[src/lkgt_pkg.sv]
`timescale 1ns / 1ps
`default_nettype none
// ----------------------------------------------------------------------------
// lkgt_pkg: shared types and constants of the k-slot grant table
// Item layouts, action and register codes, controller states and the
// command/status bundles between controller and datapath.
// ----------------------------------------------------------------------------
package lkgt_pkg;

  // field widths fixed by the item layout
  localparam int RANK_W  = 6;
  localparam int CLOCK_W = 31;
  localparam int CNT_W   = 7;
  localparam int CFG_W   = 7;
  localparam int CFG_IDX_W = 2;

  // default table depth
  localparam int MAX_NODES_DEF = 64;

  // largest reportable queue position
  localparam int POS_MAX = 63;

  // item actions
  localparam logic [1:0] ACT_ADD_REQ = 2'd0;
  localparam logic [1:0] ACT_REM_REQ = 2'd1;
  localparam logic [1:0] ACT_ADD_ACK = 2'd2;
  localparam logic [1:0] ACT_QUERY   = 2'd3;

  // configuration register indexes
  localparam logic [CFG_IDX_W-1:0] REG_OWN_RANK       = 2'd0;
  localparam logic [CFG_IDX_W-1:0] REG_NEEDED_ACKS    = 2'd1;
  localparam logic [CFG_IDX_W-1:0] REG_SLOT_LIMIT     = 2'd2;
  localparam logic [CFG_IDX_W-1:0] REG_PREFER_HOLDERS = 2'd3;

  // register reset values
  localparam logic [RANK_W-1:0] OWN_RANK_RST    = 6'd0;
  localparam logic [CNT_W-1:0]  NEEDED_ACKS_RST = 7'd64;
  localparam logic [CNT_W-1:0]  SLOT_LIMIT_RST  = 7'd1;

  typedef struct packed {
    logic [1:0]         action;
    logic [RANK_W-1:0]  sender_rank;
    logic [CLOCK_W-1:0] sender_clock;
    logic               holds_other;
  } in_item_t;

  typedef struct packed {
    logic              granted;
    logic [RANK_W-1:0] queue_position;
    logic [CNT_W-1:0]  ack_count;
  } out_item_t;

  typedef enum logic [2:0] {
    ST_IDLE,
    ST_OWN,
    ST_SCAN,
    ST_DRAIN,
    ST_FIN
  } state_t;

  // controller to datapath
  typedef struct packed {
    logic upd;     // apply a non-query item and emit its result
    logic own_rd;  // read own request entry, clear scan state
    logic scan;    // issue read of the next table entry
    logic fin;     // decide grant and emit query result
  } ctl_cmd_t;

  // datapath to controller
  typedef struct packed {
    logic scan_last;  // entry being issued is the last one
  } ctl_sts_t;

endpackage

`default_nettype wire

[src/lkgt_ctrl.sv]
`timescale 1ns / 1ps
`default_nettype none
// ----------------------------------------------------------------------------
// lkgt_ctrl: sequencer of the grant table
// Takes items, runs the table scan for queries and tells the datapath
// when to update, scan and finish.
// ----------------------------------------------------------------------------
module lkgt_ctrl
  import lkgt_pkg::*;
(
  input  wire logic       clk,
  input  wire logic       rst_n,
  input  wire logic       start,
  input  wire logic [1:0] action,
  input  var  ctl_sts_t   sts,
  output logic            busy,
  output ctl_cmd_t        cmd
);

  state_t state_r, state_nxt;

  // state register
  always_ff @(posedge clk) begin
    if (!rst_n) begin
      state_r <= ST_IDLE;
    end else begin
      state_r <= state_nxt;
    end
  end

  // next state and commands
  always_comb begin
    state_nxt = state_r;
    cmd       = '0;
    case (state_r)
      ST_IDLE: begin
        if (start) begin
          if (action == ACT_QUERY) begin
            state_nxt = ST_OWN;
          end else begin
            cmd.upd = 1'b1;
          end
        end
      end
      ST_OWN: begin
        cmd.own_rd = 1'b1;
        state_nxt  = ST_SCAN;
      end
      ST_SCAN: begin
        cmd.scan = 1'b1;
        if (sts.scan_last) begin
          state_nxt = ST_DRAIN;
        end
      end
      ST_DRAIN: begin
        state_nxt = ST_FIN;
      end
      ST_FIN: begin
        cmd.fin   = 1'b1;
        state_nxt = ST_IDLE;
      end
      default: begin
        state_nxt = ST_IDLE;
      end
    endcase
  end

  assign busy = (state_r != ST_IDLE);

endmodule

`default_nettype wire

[config.mk]
export PLATFORM = sky130hd
export DESIGN_NAME = lkgt_ctrl
export DESIGN_NICKNAME = d
export VERILOG_FILES = /design/src/lkgt_pkg.sv /design/src/lkgt_ctrl.sv
export SDC_FILE = /design/constraint.sdc
export NUM_CORES = 1
export LEC_CHECK = 0
export ABC_AREA = 1
export CAP_MARGIN = 5
export CORE_AREA = 2 2 39 41
export CTS_CLUSTER_SIZE = 25
export DETAILED_ROUTE_END_ITERATION = 8
export DIE_AREA = 0 0 41 43
export DONT_BUFFER_PORTS = 1
export SLEW_MARGIN = 20
export SYNTH_ARGS = -nofsm -noshare
export SYNTH_HDL_FRONTEND = slang
export SYNTH_SLANG_ARGS = --single-unit
[constraint.sdc]
create_clock -name clk -period 1.4 [get_ports clk]
set_clock_uncertainty 0.15 [all_clocks]
set_input_delay 0.07 -clock clk [delete_from_list [all_inputs] [get_ports clk]]
set_output_delay 0.07 -clock clk [all_outputs]
set_load 0.03 [all_outputs]
==> flow_results.org, run 1 <==
** Outcome
- The flow ran to the end, and the final reports show no timing, DRC or antenna violations.

** Worst setup path
- Required time of the critical path :: 1.18 ns
- Worst setup EP type :: primary output
- The number of cells on the worst reg-to-reg path is 4.
- Sum of buffers and inverters on the critical path :: 2
- Counting stages on the worst path, the most repeated cell is sky130_fd_sc_hd__nor2_4.
- Setup slack, reg-to-reg :: 0.39 ns
- In this design, the stage delay of the slowest critical-path cell is 0.32 ns.
- Crit. path cell count :: 5
- Along the worst path, the maximum fanout reaches 2.
- Broken down by cell family, the worst path's largest delay share belongs to simple AND/OR/NAND/NOR gates.
- Arrival @ worst endpoint :: 1.11 ns
- For this design, the slowest cell found on the critical path is sky130_fd_sc_hd__dfxtp_1.
- The critical path in this run is classified as flop to primary output.
- STA classifies the critical path startpoint as a flop.
- Cell Chain, Critical Path :: nor2_4 > inv_2 > nor2_2 > inv_4 > nor2_4

** Detailed routing
- Count of antenna-violating nets left after detailed routing :: 0
- After detailed routing, the number of remaining DRC violations is 0.
- In the final routed layout, each cell accounts on average for 8.37 um.
- Drt total wl :: 452 um
- Initial DRC count :: 4
- Avg Vias per Cell :: 3.67
- The detailed router placed 198 vias in this run.
- Number of iterations in the first detailed-routing pass :: 4

** GRT
- Global-route wire length before repair :: 627 um
- Via count of the first global-routing pass :: 187
- Number of antenna violations at the first check in global routing :: 0
- Summed over all layers, the global routing overflow is 0.
- Entering global routing, the biggest net connects 7 pins.
- Global routing used 6.24% of the available tracks across all layers.

** Cells and area
- In the final layout, the share of cells above drive strength 1 is 28.9%.
- Sequential cell area :: 61.3 sq um
- The register with the most flip-flops in the layout has 3 of them.
- Excluding fillers, the count of instances in the completed layout stands at 54.
- state_r holds more flip-flops than any other register.
- Number of nets in the layout :: 45
- Summing all multi-input logic gate instances after layout gives 92.6 sq um.
- After filler insertion, the fill cell instance count of the layout stands at 151.
- Synth-to-Final Area Change :: 69.1%
- Largest regs :: state_r x3
- 0 antenna diodes ended up in the layout.

** Floorplanning
- The die is 43 um tall.
- For this design the top-level I/O count stands at 11.
- Measured along the x axis, the die boundary spans 41 um.
- Core Area :: 0.00138 sq mm
- For this configuration, the core starts out at a cell density of 12.6%.
- Die Area :: 0.00176 sq mm
- Number of core rows :: 14

** Clock network
- # H-tree levels :: 1
- The tree built by TritonCTS fans out to 3 sinks.
- For the worst-skew pair, the clock arrives at the later sink with an insertion delay of 0.23 ns.
- CTS tree :: yes
- The clock passes through at most 2 buffers.
- Clock-pin slew was measured on the worst setup and hold paths at 0.04 ns.
- Buffer type at the clock tree root :: sky130_fd_sc_hd__clkbuf_4
- In this run, CTS created clock tree buffers numbering 3.

** Placed design
- In this run, placement finished with an instance count of 44.
- Input/output buffers :: 0
- Post-Place Setup Slack :: 0.159 ns
- Detailed placement finished with a half-perimeter wire length of 315 um.
- The congestion estimate from routability-driven global placement came to 0.568.

** Logic synthesis
- Cell Area, Synth :: 174 sq um
- Post-Syn Area per Cell :: 6.44 sq um
- The Yosys step of the flow raised 0 warnings.
- In the synthesized netlist, the number of instances is 27.
- The synthesized design spends more area on one cell type than any other, namely sky130_fd_sc_hd__dfxtp_1.
- Counting every net in the synthesized netlist gives 33.
- Synthesized flop and latch total :: 3
- Main area contributors after synthesis :: sky130_fd_sc_hd__dfxtp_1 (35%), sky130_fd_sc_hd__nand3_1 (12%), sky130_fd_sc_hd__inv_1 (11%)
- Count of different cell masters after synthesis :: 11
- The share of synthesized area in the top cell type comes to 34.5%.
- Sequential-to-total area share from yosys stat :: 34.5%

** Timing
- At the pin with the least slew margin, the transition time is 0.260 ns.
- The final count of pins violating max slew came to 0.
- Smallest setup slack after layout :: 0.0749 ns
- Final clock period utilization by the worst path :: 94.7%
- Number of failing hold endpoints at the final stage :: 0
- Worst relative slew slack :: 82.6%
- Final setup violation count :: 0
- For the final routed database, the setup TNS stands at 0 ns.
- Based on the critical path, the design can be clocked at up to 0.755 GHz.
- The smallest clock period supported by the final layout is computed as 1.33 ns.

** Pwr
- Share of total power in combinational logic :: 37.3%
- Part of the total power dissipated in the clock network :: 35.4%
- IR analysis of the VDD net gives a maximum drop of 274 uV.
- Power spread over the standard cell area amounts to 1440 mW/mm^2.
- In this run switching power makes up 40.2% of total power.
- Internal power :: 0.254 mW
- In this run the static leakage power is 0.146 nW.
- For this design the total switching power over the nets is 0.171 mW.
- Sequential cells account for 27.3% of the total power.

** Worst hold path
- Along the worst hold path, the cell count comes to 2.
- The worst hold path belongs to the class primary input to primary output.

** Job
- Across the run, the number of max-cap violations was 0.
[cells by family (layout without fill, tap and decap cells)]
kind of cell    count (synthesis)  in the layout  share of synthesized area (%)
flops                           3              3                           34.5
compound gates                  1              1                           2.87
simple gates                   16             16                           47.5
buf+inv                         7             18                           15.1
[cells in the mapped netlist, drive strengths merged]
library cell,number
nand3b,1
dfxtp,3
nor2,5
nor3,1
a21oi,1
inv,7
nand3,4
nand2,5
[metrics by stage]
step	hold WS [ns]	area (sq um)	util [%]	total power, mW
after global routing	0.177	294	21.2	0.463
final	0.155	294	21.2	0.424
after detailed placement	0.0502	201	14.6	0.243
after global placement	0.0490	201	14.6	0.241
after CTS	0.155	290	21.0	0.428
after floorplan	0.0446	174	-	0.229
[per-layer routing]
layer,routed length (um),part of all wire (%),track usage [%]
met1,175,39,3.88
met2,245,54,9.06
met3,31,6.9,4.71
met4,0,0,8.00
met5,0,0,0
[power by group through the flow]
stage / sequential (mW) / clock (mW) / combinational (mW)
after global routing: 0.118 / 0.173 / 0.171
after CTS: 0.114 / 0.161 / 0.152
after floorplan: 0.112 / 0 / 0.117
after detailed placement: 0.116 / 0 / 0.128
after global placement: 0.115 / 0 / 0.126
final: 0.116 / 0.150 / 0.158
[worst register-to-register path, cell delays in order (launching register included)]
cell	delay [ns]
sky130_fd_sc_hd__dfxtp_1	0.32
sky130_fd_sc_hd__nor2_4	0.12
sky130_fd_sc_hd__buf_4	0.13
sky130_fd_sc_hd__nand2_1	0.06
sky130_fd_sc_hd__a21oi_1	0.16
[cell type report]
| cell class | count | share of cell area (%) |
|---|---|---|
| Clock buffer | 4 | 8.94 |
| Sequential cell | 3 | 20.9 |
| Tap cell | 16 | 6.81 |
| Multi-Input combinational cell | 17 | 31.5 |
| Inverter | 7 | 9.79 |
| Timing Repair Buffer | 7 | 22.1 |
[what timing repair did]
action                                  4_1_cts  5_1_grt
hold buffers                                  5        0
setup buffers                                 1        0
cloned                                        0        0
resized for setup                             1        2
pin swaps                                     2        1
endpoints found under the hold margin         3        0
endpoints found under the setup margin        1        1
[worst paths after layout]
check                  start    endpoint
hold / removal         start      cmd[3]
setup / recovery  state_r[2]      cmd[3]
hold reg to reg   state_r[0]  state_r[2]
setup reg to reg  state_r[2]  state_r[1]
[placed cells by master, fill, tap and decap left out]
master                          synthesis  final
sky130_fd_sc_hd__nand2_1                5      5
sky130_fd_sc_hd__buf_4                  0      2
sky130_fd_sc_hd__clkbuf_4               0      3
sky130_fd_sc_hd__nor2_2                 2      1
sky130_fd_sc_hd__nand3_1                4      4
sky130_fd_sc_hd__dlygate4sd3_1          0      5
sky130_fd_sc_hd__dfxtp_2                0      1
sky130_fd_sc_hd__nor2_4                 1      2
sky130_fd_sc_hd__dfxtp_1                3      2
sky130_fd_sc_hd__a21oi_1                1      1
sky130_fd_sc_hd__clkbuf_1               0      1
sky130_fd_sc_hd__nor2_1                 2      2
sky130_fd_sc_hd__inv_4                  0      1
sky130_fd_sc_hd__inv_1                  5      5
sky130_fd_sc_hd__nand3b_1               1      1
sky130_fd_sc_hd__inv_2                  2      1
sky130_fd_sc_hd__nor3_1                 1      1
No activity file was read; power rests on OpenSTA's default activity.
==> run 2, diff against run 1 <==
- clock period: 1.4 -> 1.2 ns (I/O delays scaled with it)
==> run 2 against run 1 <==
The run now ends with setup timing left. Setup slack worse by 0.14 ns. Utilization is 1.4 points higher. Hold slack better by 0.040 ns. First-iteration DRC count is 100% lower. Critical endpoint unchanged. Largest power group unchanged.
==> flow_results.org, run 2 (synthesis results as in run 1) <==
** Floorplanning
- The die area was 0.00176 sq mm (unchanged).
- The x dimension of the die came to 41 um (unchanged).
- The standard-cell row count came to 14 (unchanged).
- Core Area :: 0.00138 sq mm (unchanged)
- The initial cell density of the core is 12.6% (unchanged).
- The I/O pin count was 11 (unchanged).
- The vertical die dimension is 43 um (unchanged).

** Clock network
- The clock-pin slew of the registers on the worst-case setup and hold paths came to 0.04 ns (about the same).
- The latest clock arrival within the worst-skew pair came to 0.23 ns (about the same).
- CTS sink count :: 3 (unchanged)
- TritonCTS built the clock tree.
- Buffer type at the clock tree root :: sky130_fd_sc_hd__clkbuf_4
- The number of CTS-inserted buffers came to 3 (unchanged).
- The buffer depth of the longest clock path is 2 (unchanged).
- The H-tree depth was 1 (unchanged).

** Detailed routing
- Vias after detailed routing :: 197 (-0.51%)
- The number of detailed-route iterations in the first pass came to 1 (-3).
- Drt total wl :: 433 um (-4.2%)
- Routed WL per cell :: 7.73 um (-7.6%)
- The DRC marker count from the first detailed-route iteration is 0 (-4).
- The residual DRC count is 0 (unchanged).
- The routed via count divided by cell count came to 3.52 (-4.1%).
- The post-route antenna net violation count came to 0 (unchanged).

** Pwr
- Share of total power in combinational logic :: 39.0% (+1.7 points)
- Switching power :: 0.195 mW (+14%)
- Portion of total power attributed to sequential cells :: 26.8% (-0.5 points)
- Total chip power :: 0.513 mW (+21%)
- The internal power summed over all cells came to 0.318 mW (+25%).
- Leak pwr :: 0.157 nW (+7.5%)
- The clock share of power came to 34.1% (-1.3 points).
- Peak VDD IR :: 261 uV (-4.9%)
- Switching fraction of total power :: 38.0% (-2.2 points)
- The ratio of total power to cell area is 1640 mW/mm^2 (+14%).

** Worst setup path
- The cell depth of the worst flop-to-flop path is 5 (+1).
- Arrival @ worst endpoint :: 1.06 ns (-0.05 ns)
- Sum of buffers and inverters on the critical path :: 3 (+1)
- Terminus of the critical flop-to-flop path :: state_r[0]
- The worst setup path is launched from a flop.
- Following the worst setup path forward leads to its endpoint at cmd[3].
- The cell count along the critical path is 6 (+1).
- The kind of cell with the highest combined delay along the critical path is flip-flops.
- Worst Path Class, Setup :: flop to primary output
- The reg-to-reg setup timing slack is 0.20 ns (-0.19 ns).
- Worst setup EP type :: primary output
- Crit Path Max Fanout :: 3 (+1)
- The critical path data required time is 0.99 ns (-0.19 ns).
- For this design, the slowest cell found on the critical path is sky130_fd_sc_hd__dfxtp_2.
- In this run the worst setup path begins at state_r[2].
- R2R Path Start :: state_r[2]
- The delay of the slowest critical-path stage is 0.32 ns (about the same).
- The signal on the critical path passes through nor2_4 > inv_2 > nor2_2 > inv_2 > nor2_2 > buf_6.

** Cells and area
- The layout cell share with drive strength beyond 1 came to 45.0% (+16 points).
- state_r holds more flip-flops than any other register.
- Synth-to-Final Area Change :: 79.9%
- Largest regs :: state_r x3
- Inserted Diodes :: 0 (unchanged)
- The top cell types in the final layout, fill and taps aside, are sky130_fd_sc_hd__nand2_1 (5), sky130_fd_sc_hd__dlygate4sd3_1 (5), sky130_fd_sc_hd__nand3_1 (4), sky130_fd_sc_hd__inv_2 (4).
- Number of fill cells in the layout :: 160 (+6.0%)
- The flip-flop count of the largest register, all copies and words added was 3 (unchanged).
- The net count reported at finish is 47 (+4.4%).

** Timing
- The count of final hold-check violations was 0 (unchanged).
- The final critical path takes up 105% of the cycle.
- Number of pins exceeding their max-slew limit in the final report :: 0 (unchanged)
- Setup repair after global routing could not meet its margin everywhere.
- The final count of negative-setup-slack endpoints is 2 (+2).
- Worst relative slew slack :: 90.3% (+7.6 points)
- Highest Clock Rate :: 0.790 GHz
- Worst Tran Pin Value :: 0.146 ns (-0.114 ns)
- After layout, the minimum clock period comes to 1.27 ns.
- The smallest setup slack after layout is -0.0653 ns (-0.140 ns).

** GRT
- The global-route wire length before repair was 669 um (+6.7%).
- Grt total ovfl :: 0 (unchanged)
- Number of antenna violations at the first check in global routing :: 0 (unchanged)
- Largest net degree at the start of global routing :: 7 (unchanged)
- Gr usage total :: 6.32% (+0.082 points)
- The number of global-route vias before repair came to 201 (+7.5%).

** Job
- The count of maximum capacitance violations came to 0 (unchanged).

** Placed design
- Input/output buffers :: 0 (unchanged)
- The worst-case setup slack after placement came to 0.0810 ns (-0.0783 ns).
- DP Wirelength :: 317 um (+0.89%)
- The final weighted congestion in routability-driven placement was 0.524 (-7.7%).

** Outcome
- Result of the run :: finished with violations
- The checks that failed: setup timing.

** Worst hold path
- Depth of the worst hold-timing path :: 3 (+1)
- Beginning of the worst hold path :: start
- In this run the worst hold path is classified as primary input to primary output.
-- run 2: repair_timing --
action,CTS,global route
setup endpoints to repair,4,3
endpoints found under the hold margin,3,0
resized for setup,6,0
buffers inserted,1,0
pin swaps,1,0
hold buffers,5,0
-- run 2: worst min path at each step --
stage                             to
after floorplan           state_r[0]
after detailed placement  state_r[0]
final                         cmd[3]
after global routing          cmd[3]
after global placement    state_r[0]
after CTS                     cmd[3]
-- run 2: routing by layer --
metal	GRT usage, %	wire (um)	up-vias	part of all wire (%)
li1	-	-	108	-
met1	3.85	148	81	34
met2	10.3	229	8	53
met3	4.71	55	0	13
met4	6.00	0	0	0
met5	0	0	-	0
-- run 2: power by group through the flow --
| stage | sequential [mW] | combinational, mW | clock [mW] |
|---|---|---|---|
| 5_1_grt | 0.142 | 0.218 | 0.195 |
| 2_1_floorplan | 0.133 | 0.137 | 0 |
| 4_1_cts | 0.138 | 0.203 | 0.186 |
| 6_report | 0.137 | 0.200 | 0.175 |
| 3_5_place_dp | 0.136 | 0.175 | 0 |
| 3_3_place_gp | 0.136 | 0.171 | 0 |
-- run 2: layout make-up --
| type | instances | area (sq um) | area share [%] |
|---|---|---|---|
| Multi-Input combinational cell | 17 | 92.6 | 29.6 |
| Sequential cell | 3 | 63.8 | 20.4 |
| Inverter | 7 | 26.3 | 8.40 |
| Tap cell | 16 | 20.0 | 6.40 |
| Timing Repair Buffer | 9 | 83.8 | 26.8 |
| Clock buffer | 4 | 26.3 | 8.40 |
-- run 2: through the flow --
| stage | setup TNS [ns] | utilization, % | instance area (sq um) | std cells | hold WS (ns) |
|---|---|---|---|---|---|
| global route | -0.261 | 22.6 | 313 | 56 | 0.209 |
| finish | -0.0742 | 22.6 | 313 | 56 | 0.195 |
| global placement | 0 | 16.0 | 221 | 46 | 0.0398 |
| CTS | -0.117 | 22.6 | 313 | 56 | 0.197 |
| detailed placement | 0 | 16.0 | 221 | 46 | 0.0424 |
| floorplan | 0 | - | 179 | 27 | 0.0346 |
-- run 2: worst min-delay path: stages --
cell and delay (ns):
sky130_fd_sc_hd__nand2_1 0.06, sky130_fd_sc_hd__nor2_2 0.04, sky130_fd_sc_hd__buf_6 0.12
==> run 3, diff against run 2 <==
- ABC_AREA: 1 -> not set
- SLEW_MARGIN: 20 -> 10
==> run 3 against run 2 <==
Non-clock buffer count rose by 6. Utilization increased by 4.9 points. Clock power about the same. The flow still finishes with violations (setup timing). Maximum frequency fell by 14%. Largest cell class is now non-clock buffers.
==> flow_results.org, run 3 <==
** Outcome
- The flow ran to the end, but the final reports show violations.
- Violated checks :: setup timing

** Floorplanning
- Die Area :: 0.00176 sq mm (unchanged)
- Number of ports placed on the die boundary :: 11 (unchanged)
- The standard-cell row count is 14 (unchanged).
- The x dimension of the die came to 41 um (unchanged).
- Core Area :: 0.00138 sq mm (unchanged)
- The vertical die dimension came to 43 um (unchanged).
- Initial core utilization :: 12.7% (+0.090 points)

** Pwr
- The ratio of total power to cell area came to 1010 mW/mm^2 (-39%).
- The highest ir drop seen on vdd is 293 uV (+13%).
- Leak pwr :: 0.165 nW (+4.7%)
- The post-layout total power is 0.383 mW (-25%).

** Logic synthesis
- Post-synth top cells :: sky130_fd_sc_hd__dfxtp_1 (3), sky130_fd_sc_hd__nor3b_1 (3), sky130_fd_sc_hd__inv_1 (2), sky130_fd_sc_hd__nand2_1 (2), sky130_fd_sc_hd__nor3_1 (2)
- The net count of the mapped netlist is 24 (-27%).
- Largest family of logic cells by synthesized area :: simple AND/OR/NAND/NOR gates
- The compound-cell area share of the yosys netlist was 15.7% (+13 points).
- The number of flops mapped to enable cells by yosys is 0 (unchanged).
- The area share of the largest cell type after synthesis came to 34.3% (-0.25 points).
- The cell area after synthesis is 175 sq um (+0.72%).
- The fraction of registers with async set/reset is 0% (unchanged).
- The sequential share of the synthesized area came to 34.3% (-0.25 points).
- Multiplexer area fraction after synthesis :: 0% (unchanged)
- Post-Syn Area per Cell :: 9.73 sq um (+51%)
- The number of synthesized register bits is 3 (unchanged).
- The synthesized instance count was 18 (-33%).
- The adder-cell share of the synthesized area is 0% (unchanged).
- The number of warning messages in the yosys log came to 0 (unchanged).
- Most used flip-flop cell after synthesis :: sky130_fd_sc_hd__dfxtp_1
- The xor/xnor cell area share of the yosys netlist came to 5.00% (+5.0 points).
- Cell accounting for the most synthesized area :: sky130_fd_sc_hd__dfxtp_1
- Ranked by total cell area, the synthesized netlist is headed by sky130_fd_sc_hd__dfxtp_1 (34%), sky130_fd_sc_hd__nor3b_1 (13%), sky130_fd_sc_hd__a2111oi_2 (8.6%).
- The post-synthesis cell type count came to 11 (unchanged).
- Area fraction in and, or, nand and nor cells after synthesis :: 34.3% (-13 points)

** Timing
- The post-route worst hold slack came to 0.129 ns (-0.0659 ns).
- The final count of pins violating max slew came to 0 (unchanged).
- The final count of negative-setup-slack endpoints is 6 (+4).
- The transition time of the tightest slew-check pin came to 0.238 ns (+0.0926 ns).
- Number of failing hold endpoints at the final stage :: 0 (unchanged)
- Smallest setup slack after layout :: -0.275 ns (-0.209 ns)
- Worst relative slew slack :: 84.1% (-6.2 points)
- RSZ-0062 raised after global routing :: true
- The accumulated negative setup slack was -0.939 ns (-0.865 ns).
- Tmin final :: 1.47 ns (+0.209 ns)
- Highest Clock Rate :: 0.678 GHz (-14%)
- The final period utilization came to 123% (+17 points).

** Cells and area
- Largest regs :: state_r x3
- The antenna diode count is 0 (unchanged).
- The layout cell share with drive strength beyond 1 was 61.1% (+16 points).
- The library cells used most frequently in the layout, excluding fill and tap cells, are sky130_fd_sc_hd__dlygate4sd3_1 (5), sky130_fd_sc_hd__buf_6 (5), sky130_fd_sc_hd__buf_4 (5).
- The net count reported at finish was 43 (-8.5%).
- state_r holds more flip-flops than any other register.
- Synth-to-Final Area Change :: 117%
- The total non-filler cell area in the finished layout was 380 sq um (+22%).
- The final cell utilization of the core is 27.5% (+4.9 points).
- Final Non-Filler Cells :: 52 (-7.1%)
- Number of flip-flops in the largest register :: 3 (unchanged)

** GRT
- The number of antenna violations at the first check in global routing was 0 (unchanged).
- The residual overflow from global routing is 0 (unchanged).
- The global-route wire length before repair is 745 um (+11%).
- Gr usage total :: 7.01% (+0.70 points)
- Largest net degree at the start of global routing :: 8 (+1)
- Via count of the first global-routing pass :: 178 (-11%)

** Detailed routing
- The routed via count divided by cell count came to 3.88 (+10%).
- The post-route antenna net violation count came to 0 (unchanged).
- Vias after detailed routing :: 202 (+2.5%)
- Number of iterations in the first detailed-routing pass :: 2 (+1)
- Routed WL per cell :: 9.02 um (+17%)
- Drt total wl :: 469 um (+8.3%)
- DRC violation count after routing :: 0 (unchanged)
- Initial DRC count :: 3 (+3)

** Worst setup path
- Sum of buffers and inverters on the critical path :: 1 (-2)
- Setup slack, reg-to-reg :: -0.09 ns (-0.29 ns)
- Worst setup EP type :: primary output
- Crit. path cell count :: 3 (-3)
- Crit Path Max Fanout :: 2 (-1)
- Delay of the slowest critical-path stage :: 0.40 ns (+0.08 ns)
- The most critical setup path has its startpoint at state_r[1].
- Terminus of the critical flop-to-flop path :: state_r[0]
- Cell type of the slowest stage on the worst timing path :: sky130_fd_sc_hd__or3_4
- Element type at the critical path start :: flop
- The critical path goes through or3_4 > a211oi_4 > buf_6.
- R2R Path Start :: state_r[1]
- Arrival @ worst endpoint :: 1.26 ns (+0.20 ns)
- The critical path ends at cmd[3].
- Crit path max-delay family :: simple AND/OR/NAND/NOR gates
- The critical path data required time came to 0.99 ns (about the same).
- Worst Path Class, Setup :: flop to primary output
- The cell depth of the worst flop-to-flop path is 4 (-1).

** Clock network
- # H-tree levels :: 1 (unchanged)
- Buffer type at the clock tree root :: sky130_fd_sc_hd__clkbuf_4
- TritonCTS buffer count :: 3 (unchanged)
- Register clock-pin slew on the reported worst setup and hold paths :: 0.04 ns (about the same)
- CTS sink count :: 3 (unchanged)
- CTS tree :: yes
- Clk Latency, worst-skew pair :: 0.23 ns (about the same)
- Maximum root-to-sink buffer count :: 2 (unchanged)

** Placed design
- Input/output buffers :: 0 (unchanged)
- The total instance count after detailed placement was 41 (-11%).
- The cell area after placement is 253 sq um (+14%).
- The final weighted congestion in routability-driven placement came to 0.580 (+11%).
- The worst-case setup slack after placement was -0.0966 ns (-0.178 ns).

** Worst hold path
- Worst Hold Class :: primary input to primary output
- The number of cells traversed by the worst hold path was 2 (-1).

** Job
- The count of maximum capacitance violations is 0 (unchanged).
run 3: worst min-delay path by stage:
stage	from	endpoint	slack, ns
6_report	action[1]	cmd[3]	0.13
3_3_place_gp	sts	state_r[0]	0.09
5_1_grt	action[1]	cmd[3]	0.13
4_1_cts	action[1]	cmd[3]	0.13
3_5_place_dp	sts	state_r[0]	0.08
2_1_floorplan	action[1]	cmd[3]	0.04
run 3: area by class of cell:
cell class,count,area (sq um)
Multi-Input combinational cell,12,119
Tap cell,16,20.0
Timing Repair Buffer,15,144
Sequential cell,3,63.8
Fill cell,153,1000
Clock buffer,4,26.3
Inverter,2,7.51
run 3: logic make-up (layout without fill, tap and decap cells):
family,count (synthesis),count (layout)
simple gates,9,9
flops,3,3
xor+xnor,1,1
compound gates,2,2
buf+inv,3,21
run 3: repair_timing:
action / CTS / global route
endpoints found under the setup margin: 5 / 6
pin swaps: 4 / 1
setup buffers: 1 / 1
resized for setup: 8 / 2
endpoints found under the hold margin: 3 / 0
hold buffers: 5 / 0
run 3: worst reg2reg max path, stage by stage (launching register included):
cell and delay, ns:
sky130_fd_sc_hd__dfxtp_2 0.31, sky130_fd_sc_hd__buf_4 0.12, sky130_fd_sc_hd__buf_6 0.12, sky130_fd_sc_hd__nand4b_1 0.18, sky130_fd_sc_hd__a2111oi_2 0.29
run 3: power by group:
| part | switching, mW | internal [mW] |
|---|---|---|
| Sequential | 0.00210 | 0.104 |
| Clock | 0.0509 | 0.124 |
| Combinational | 0.0459 | 0.0554 |
| Total | 0.0989 | 0.284 |
run 3: layer usage:
metal,global-route usage (%),vias up,routed length (um)
li1,-,99,-
met1,7.99,92,189
met2,8.44,11,223
met3,4.71,0,57
met4,6.00,0,0
met5,0,-,0
